$ cat config.mk
export PLATFORM = sky130hd
export DESIGN_NAME = lru_key_value_cache
export DESIGN_NICKNAME = d
export VERILOG_FILES = /design/src/sv/lkv_pkg.sv /design/src/sv/lru_key_value_cache.sv /design/src/sv/lkv_cell.sv
export VERILOG_INCLUDE_DIRS = /design/src /design/src/sv
export SDC_FILE = /design/constraint.sdc
export NUM_CORES = 1
export LEC_CHECK = 0
export ABC_AREA = 1
export BUFFER_PORTS_ARGS = -buffer_cell sky130_fd_sc_hd__buf_2
export CAP_MARGIN = 20
export CORE_AREA = 3 3 324 326
export DETAILED_ROUTE_END_ITERATION = 16
export DIE_AREA = 0 0 327 329
export GPL_TIMING_DRIVEN = 0
export SYNTH_ARGS = -nofsm -noshare
export SYNTH_HDL_FRONTEND = slang
export SYNTH_SLANG_ARGS = --single-unit
$ cat constraint.sdc
create_clock -name clk_i -period 9.9 [get_ports clk_i]
set_clock_uncertainty 0.1 [all_clocks]
set_input_delay 0.495 -clock clk_i [delete_from_list [all_inputs] [get_ports clk_i]]
set_output_delay 0.495 -clock clk_i [all_outputs]
set_load 0.03 [all_outputs]
$ cat src/sv/lru_key_value_cache_assert.svh
// Assertion macros used by the LRU key/value cache top level.
// Depends on clk_i and rst_ni being visible in the including module.
`ifndef LRU_KEY_VALUE_CACHE_ASSERT_SVH
`define LRU_KEY_VALUE_CACHE_ASSERT_SVH

// Check a property on every clock edge outside reset.
`define LKV_ASSERT(label, prop) \
  label: assert property (@(posedge clk_i) disable iff (!rst_ni) (prop)) \
    else $error("lkv assertion failed");

// Check that a condition implies a consequence in the next cycle.
`define LKV_ASSERT_NEXT(label, cond, cons) \
  label: assert property (@(posedge clk_i) disable iff (!rst_ni) (cond) |=> (cons)) \
    else $error("lkv assertion failed");

`endif

$ cat src/sv/lkv_pkg.sv
// Types shared by the LRU key/value cache cells and top level.
// No dependencies.
package lkv_pkg;

  localparam int unsigned KeyWidth   = 32;
  localparam int unsigned ValueWidth = 32;
  localparam int unsigned CapWidth   = 5;
  localparam logic [CapWidth-1:0] CapReset = 5'd16;

  localparam logic OpGet = 1'b0;
  localparam logic OpPut = 1'b1;

  typedef struct packed {
    logic [KeyWidth-1:0]   key;
    logic [ValueWidth-1:0] value;
  } entry_t;

  typedef struct packed {
    logic valid;  // cell lies inside the filled region
    logic shift;  // take the neighbor's entry this cycle
  } cell_ctrl_t;

endpackage

$ cat src/sv/lru_key_value_cache.sv
// Top level of the LRU key/value cache: a move-to-front chain of lkv_cell.
// Depends on lkv_pkg, lkv_cell and lru_key_value_cache_assert.svh.
//
//   channel | direction | handshake                  | word
//   cfg     | in        | cfg_valid_i / cfg_ready_o  | cfg_data_i (capacity)
//   in      | in        | in_valid_i / in_ready_o    | opcode_i, key_i, write_value_i
//   out     | out       | out_valid_o / out_ready_i  | hit_o, read_value_o
//
// One word per cycle: the key compare across all cells, the hit encode and
// the chain shift complete in the accepting cycle; the result register
// shows the answer in the next cycle. Cell 0 is most recent, the last filled
// cell is least recent. Reset sets capacity 16 and empties the chain; a
// capacity write empties it as well. A stalled result holds the input off
// only while the result register is still full.
`include "lru_key_value_cache_assert.svh"

module lru_key_value_cache #(
  parameter int unsigned MAX_ENTRIES = 16
) (
  input  logic                              clk_i,
  input  logic                              rst_ni,
  input  logic                              cfg_valid_i,
  output logic                              cfg_ready_o,
  input  logic [lkv_pkg::CapWidth-1:0]      cfg_data_i,
  input  logic                              in_valid_i,
  output logic                              in_ready_o,
  input  logic                              opcode_i,
  input  logic [lkv_pkg::KeyWidth-1:0]      key_i,
  input  logic [lkv_pkg::ValueWidth-1:0]    write_value_i,
  output logic                              out_valid_o,
  input  logic                              out_ready_i,
  output logic                              hit_o,
  output logic [lkv_pkg::ValueWidth-1:0]    read_value_o
);

  localparam int unsigned IW = (MAX_ENTRIES > 1) ? $clog2(MAX_ENTRIES) : 1;
  localparam int unsigned CW = $clog2(MAX_ENTRIES + 1);

  logic [lkv_pkg::CapWidth-1:0]   capacity_q;
  logic [CW-1:0]                  count_q, count_d;
  logic                           out_valid_q;
  logic                           hit_q;
  logic [lkv_pkg::ValueWidth-1:0] read_value_q;

  logic                           in_fire;
  logic [CW-1:0]                  cap_eff;
  logic                           full;
  logic [MAX_ENTRIES-1:0]         hit_vec;
  logic                           any_hit;
  logic [IW-1:0]                  hit_idx;
  logic [lkv_pkg::ValueWidth-1:0] hit_value;
  logic [IW-1:0]                  shift_limit;
  logic                           upd;
  lkv_pkg::entry_t                new_entry;
  lkv_pkg::entry_t                chain [MAX_ENTRIES];
  lkv_pkg::cell_ctrl_t            ctrl  [MAX_ENTRIES];

  assign cfg_ready_o = 1'b1;
  assign in_ready_o  = !out_valid_q || out_ready_i;
  assign in_fire     = in_valid_i && in_ready_o;

  assign cap_eff = (32'(capacity_q) > MAX_ENTRIES) ? CW'(MAX_ENTRIES) : CW'(capacity_q);
  assign full    = (count_q >= cap_eff);

  // Keys in the filled region are distinct, so at most one cell hits.
  always_comb begin
    hit_idx   = '0;
    hit_value = '0;
    for (int i = 0; i < MAX_ENTRIES; i++) begin
      if (hit_vec[i]) begin
        hit_idx   = hit_idx | IW'(i);
        hit_value = hit_value | chain[i].value;
      end
    end
  end
  assign any_hit = |hit_vec;

  always_comb begin
    if (any_hit) begin
      shift_limit = hit_idx;
    end else if (full) begin
      shift_limit = IW'(cap_eff - CW'(1));  // drop the least recent entry
    end else begin
      shift_limit = IW'(count_q);
    end
  end

  assign upd = in_fire && (any_hit || (opcode_i == lkv_pkg::OpPut && cap_eff != '0));

  assign new_entry.key   = key_i;
  assign new_entry.value = (opcode_i == lkv_pkg::OpPut) ? write_value_i : hit_value;

  for (genvar g = 0; g < MAX_ENTRIES; g++) begin : g_cell
    assign ctrl[g].valid = (CW'(g) < count_q);
    assign ctrl[g].shift = upd && (IW'(g) <= shift_limit);
    lkv_cell u_cell (
      .clk_i   (clk_i),
      .ctrl_i  (ctrl[g]),
      .key_i   (key_i),
      .entry_i ((g == 0) ? new_entry : chain[(g == 0) ? 0 : g - 1]),
      .entry_o (chain[g]),
      .hit_o   (hit_vec[g])
    );
  end

  always_comb begin
    count_d = count_q;
    if (cfg_valid_i) begin
      count_d = '0;
    end else if (upd && !any_hit && !full) begin
      count_d = count_q + CW'(1);
    end
  end

  always_ff @(posedge clk_i or negedge rst_ni) begin
    if (!rst_ni) begin
      capacity_q  <= lkv_pkg::CapReset;
      count_q     <= '0;
      out_valid_q <= 1'b0;
    end else begin
      if (cfg_valid_i) begin
        capacity_q <= cfg_data_i;
      end
      count_q <= count_d;
      if (in_fire) begin
        out_valid_q <= 1'b1;
      end else if (out_ready_i) begin
        out_valid_q <= 1'b0;
      end
    end
  end

  always_ff @(posedge clk_i) begin
    if (in_fire) begin
      hit_q        <= any_hit;
      read_value_q <= (any_hit && opcode_i == lkv_pkg::OpGet) ? hit_value : '0;
    end
  end

  assign out_valid_o  = out_valid_q;
  assign hit_o        = hit_q;
  assign read_value_o = read_value_q;

  `LKV_ASSERT(a_single_hit, $onehot0(hit_vec))
  `LKV_ASSERT(a_count_in_range, count_q <= cap_eff || count_q == '0)
  `LKV_ASSERT_NEXT(a_result_follows, in_fire, out_valid_q)
  `LKV_ASSERT_NEXT(a_put_reads_zero, in_fire && opcode_i == lkv_pkg::OpPut, read_value_q == '0)

endmodule

$ cat src/sv/lkv_cell.sv
// One cell of the recency-ordered chain: holds one key/value entry.
// Depends on lkv_pkg for the entry and control types.
module lkv_cell (
  input  logic                               clk_i,
  input  lkv_pkg::cell_ctrl_t                ctrl_i,
  input  logic [lkv_pkg::KeyWidth-1:0]       key_i,
  input  lkv_pkg::entry_t                    entry_i,
  output lkv_pkg::entry_t                    entry_o,
  output logic                               hit_o
);

  lkv_pkg::entry_t entry_q;

  // Advance the neighbor's entry one step toward the old end.
  always_ff @(posedge clk_i) begin
    if (ctrl_i.shift) begin
      entry_q <= entry_i;
    end
  end

  assign entry_o = entry_q;
  assign hit_o   = ctrl_i.valid && (entry_q.key == key_i);

endmodule
# ---- Word level (Yosys, flattened, before mapping)
# Cells that the tools add are included.
dict set report classes {
  n_eq_ne 16
  bitwise_logic 16
  add_sub_neg 2
  n_mux 39
  order_cmp 34
  reduce_logical 47
}
# operator n
set op_table {}
lappend op_table {{$mux 32} 17}
lappend op_table {{$eq 32x32->1} 16}
lappend op_table {{$or 32x32->32} 15}
lappend op_table {{$lt 4x5->1 const A} 8}
lappend op_table {{$mux 4} 10}
lappend op_table {{$logic_and 1x1->1} 38}
lappend op_table {{$le 4x4->1 const A} 8}
lappend op_table {{$lt 3x5->1 const A} 4}
lappend op_table {{$le 3x4->1 const A} 4}
lappend op_table {{$reduce_or 16->1} 1}
lappend op_table {{$mux 5} 3}
lappend op_table {{$mux 3} 4}
lappend op_table {{$lt 1x5->1 const A} 2}
lappend op_table {{$lt 2x5->1 const A} 2}
lappend op_table {{$le 1x4->1 const A} 2}
lappend op_table {{$le 2x4->1 const A} 2}
lappend op_table {{$add 5x1->5 const B} 1}
lappend op_table {{$ge 5x5->1} 1}
lappend op_table {{$gt 5x5->1 const B} 1}
lappend op_table {{$reduce_bool 5->1} 1}
lappend op_table {{$mux 2} 2}
lappend op_table {{$reduce_bool 2->1} 2}
lappend op_table {{$sub 4x1->4 const B} 1}
lappend op_table {{$logic_not 1->1} 3}
lappend op_table {{3 further kinds} 6}
dict set report word_totals {
  output_inout_bits 36
  ff_bits 1068
  input_bits 75
}

# ---- Depth between registers and ports, before layout
dict set report logic_depth {
  depth_word 34
  ltp_mapped 22
}

# ---- Cells and area by module
# Synthesis repeated with hierarchy kept, for this count alone.
dict set report hier_totals {
  hier_cells 4230
  hier_area_um2 46077.9
}
# mod n_inst cells_each area_each_um2 seq_area_each_um2
set modules_own_cells {}
lappend modules_own_cells {lkv_cell 16 202 2502.4 1921.8}
lappend modules_own_cells {lru_key_value_cache 1 998 6039.5 1267.5}

# ---- Worst setup path before layout
# Ideal clock, no wire load.
dict set report synth_path {
  kind {input -> register}
  start {input key_i[28] (netlist name)}
  end {register g_cell[10].u_cell.entry_q, in the netlist g_cell[10].u_cell.entry_o[0], enable pin}
  setup_slack_ns 3.648
  arrival_time_ns 5.645
  setup_time_ns 0.507
  cell_stages 17
  path_cell_list {buf_4 buf_4 xnor2_1 nand2_1 nor2_1 nand2_1 nor2_1 nand3_2 nand2_1 nor2_4 nand2_4 nor2_8 nand2_1 nand2_2 inv_4 nand2_1 a21oi_1}
}
# item line
set synth_lines {}
lappend synth_lines {{from (decl)} lru_key_value_cache.sv:28} ;# input logic [lkv_pkg::KeyWidth-1:0] key_i,
lappend synth_lines {{to (signal assigned)} lkv_cell.sv:17} ;# entry_q <= entry_i;
lappend synth_lines {{to (decl)} lkv_cell.sv:12} ;# lkv_pkg::entry_t entry_q;

==> results.toml <==
[layout]
area_delta_synth_final_pct = 15.7
final_common_cell = "edfxtp_1"
multiInputGateArea_um2 = 10200
nFillCells = 8871
num-nets-final = 4406
regArea_um2 = 32000
layout_common_cells = "edfxtp_1 (1057), nand2_1 (843), inv_1 (806)"
drive_gt1_frac = 0.103

[place]
gp_congestion = 0.962
dp_slack_ns = 3.02
hpwl_um = 106000
portBuffers = 107

[clock_tree]
cts_buffers = 110
cts-root-buf = "clkbuf_16"
post_cts_buffers = 0
cts-resized-gates = 0
cts_hold_buf = 56
clock_sinks = 1068
path_clk_slew_ns = 0.06
cts_tree = "yes"
worst_skew_pair.late_latency_ns = 0.71
htreeDepth = 3
clk_path_buf_depth = 3

[power_and_ir_drop]
p_per_area_nw_per_um2 = 191
power_w = 0.0102
ir_worst_vdd_v = 0.000158
power_leakage_nw = 21.7

[floorplan]
fp.dieH_um = 329
die_w_um = 327
pin_count = 111
rows = 117
core_area_um2 = 102000
die_area_um2 = 108000
start_util = 0.451

[setup_path]
arrival_ns = 6.33
worst_setup_path_end_kind = "register"
critPathSlowestCell = "nor2_4"
cp_data_required_time_ns = 10.19
crit_chain = "dlygate4sd3_1 > buf_2 > buf_4 > inv_1 > nand2_1 > nand4_1 > nor2_1 > nand2_1 > nor2_1 > nand3_1 > nand2_1 > nor2_2 > nand2_4 > nor2_8 > nand2_1 > nand2_2 > inv_4 > nand2_4 > nor2_4 > buf_12 > inv_2 > nor2_4 > buf_12"
max_stage_delay_ns = 0.75
worstPathMaxFanout = 32
cp-start-kind = "input pin"
crit_top_cell = "nand2_1"
critPathKind = "in -> reg"

[sta]
hold-worst-slack_ns = 0.0369
finalCritPeriodShare = 0.611
finalSetupViolCount = 0
fin_crit_ns = 6.05
slew_headroom = 0.152
worstMarginPinSlew_ns = 1.27
slew_viol_final = 0
fmax_ghz = 0.165
hold_viol = 0
rsz0062_at_grt = "no"
setup_ws_ns = 3.85
fin_tns_setup_ns = 0

[route]
vias = 31000
dr.pass1.iters = 6
wl_um = 147000
wire_per_inst_um = 25.4
ant_nets = 0
drt_iter0_markers = 4207
drc = 0
vias_per_cell = 5.36

[global_route]
grt_overflow = 0
grt_start_max_net_pins = 72
grt_pass1_wl_um = 205000
first_global_vias = 29600
grtUsageTotal = 0.269
antenna_found_initial = 0

[min_path]
hp-class = "in -> reg"

[run_status]
status = "complete, no violations"

[logic_synthesis]
syn_nets = 4085
synthesis.area_um2 = 46000
syn_avg_cell_area_um2 = 11.5
synthCells = 4003
ys_seq_elements = 1068
ys_types = 41
synth-seq-area-share = 0.696
yosysWarnings = 0

[job]
max-cap-violations = 0
through the flow:
| stage | util | std cells | area, um^2 |
|---|---|---|---|
| 2_1_floorplan | - | 4003 | 46000 |
| 3_3_place_gp | 0.473 | 5478 | 48300 |
| 3_5_place_dp | 0.483 | 5523 | 49300 |
| 4_1_cts | 0.521 | 5777 | 53200 |
| 5_1_grt | 0.522 | 5778 | 53200 |
| 6_report | 0.522 | 5781 | 53200 |
report_power, final:
part           internal, W  switching [W]
registers          0.00527       0.000136
logic             0.000252       0.000575
clock network      0.00215        0.00179
synth_stat cells:
master | n | area share
a21oi_1 | 6 | 0.00065
a31oi_1 | 1 | 0.00014
buf_2 | 12 | 0.0013
buf_4 | 37 | 0.0060
buf_6 | 22 | 0.0054
clkbuf_1 | 56 | 0.0046
clkinv_1 | 1 | 0.000081
conb_1 | 1 | 0.000081
dfrtp_1 | 10 | 0.0054
dfstp_2 | 1 | 0.00057
edfxtp_1 | 1057 | 0.69
ha_1 | 7 | 0.0019
inv_1 | 808 | 0.066
inv_2 | 30 | 0.0024
inv_4 | 1 | 0.00014
nand2_1 | 846 | 0.069
nand2_2 | 6 | 0.00082
nand2_4 | 3 | 0.00073
nand3_1 | 45 | 0.0049
nand3_2 | 10 | 0.0022
nand3b_1 | 1 | 0.00016
nand4_1 | 76 | 0.010
nand4_2 | 2 | 0.00054
nor2_1 | 327 | 0.027
nor2_2 | 6 | 0.00082
nor2_4 | 3 | 0.00073
nor2_8 | 1 | 0.00044
nor3_1 | 4 | 0.00044
nor3b_1 | 2 | 0.00033
o211ai_1 | 1 | 0.00016
o21a_1 | 1 | 0.00016
o21ai_0 | 53 | 0.0058
o21ai_1 | 5 | 0.00054
o21ai_2 | 1 | 0.00019
o221ai_1 | 3 | 0.00057
o22ai_1 | 273 | 0.037
or2_0 | 1 | 0.00014
or2_1 | 6 | 0.00082
or2_2 | 11 | 0.0015
xnor2_1 | 233 | 0.044
xor2_1 | 33 | 0.0063
registers in the layout, summed over array words and instances, names as in the netlist:
register / count
g_cell.u_cell.entry_o: 1024
count_q: 5
hit_o: 1
out_valid_o: 1
read_value_o: 32
capacity_q: 5
cell families after synthesis:
logic type | count (synthesis) | share of synthesized area
and+or+nand+nor | 1350 | 0.121
buffers and inverters | 967 | 0.0859
AOI/OAI and AO/OA | 344 | 0.0453
other | 1 | 0.0000815
DFF | 1068 | 0.696
adders and majority gates | 7 | 0.00190
xor gates and xnor gates | 266 | 0.0506
per-layer routing:
| metal | vias to the layer above | global-route usage | part of all wire |
|---|---|---|---|
| met5 | - | 0 | 0 |
| met4 | 0 | 0.124 | 0.048 |
| met3 | 322 | 0.0500 | 0.10 |
| met2 | 1719 | 0.412 | 0.44 |
| met1 | 15200 | 0.376 | 0.41 |
| li1 | 13800 | - | - |
critical path, delay by kind of cell:
kind / cells / cell delay (ns)
buffers and inverters: 8 / 2.09
and+or+nand+nor: 15 / 3.68
worst paths after layout:
check,start,slack [ns],depth (start not counted),to
max,key_i[23],3.85,23,g_cell[13].u_cell.entry_o[42]
min,write_value_i[18],0.04,3,g_cell[0].u_cell.entry_o[18]
max reg2reg,count_q[3],4.11,20,g_cell[13].u_cell.entry_o[42]
min reg2reg,g_cell[8].u_cell.entry_o[17],0.32,0,g_cell[9].u_cell.entry_o[17]
max in group asynchronous,rst_ni,9.29,2,capacity_q[4]
min in group asynchronous,rst_ni,0.10,2,out_valid_o
layout make-up:
cell class / count / share of cell area
sequential: 1068 / 0.601
multi-input combinational: 1968 / 0.191
inverter: 840 / 0.0593
clock buffer: 142 / 0.0547
timing repair buffer: 209 / 0.0388
tap: 1368 / 0.0321
buffer: 127 / 0.0149
clock inverter: 56 / 0.00757
antenna: 3 / 0.000141
Note: power is estimated with default switching activity, not from simulation.
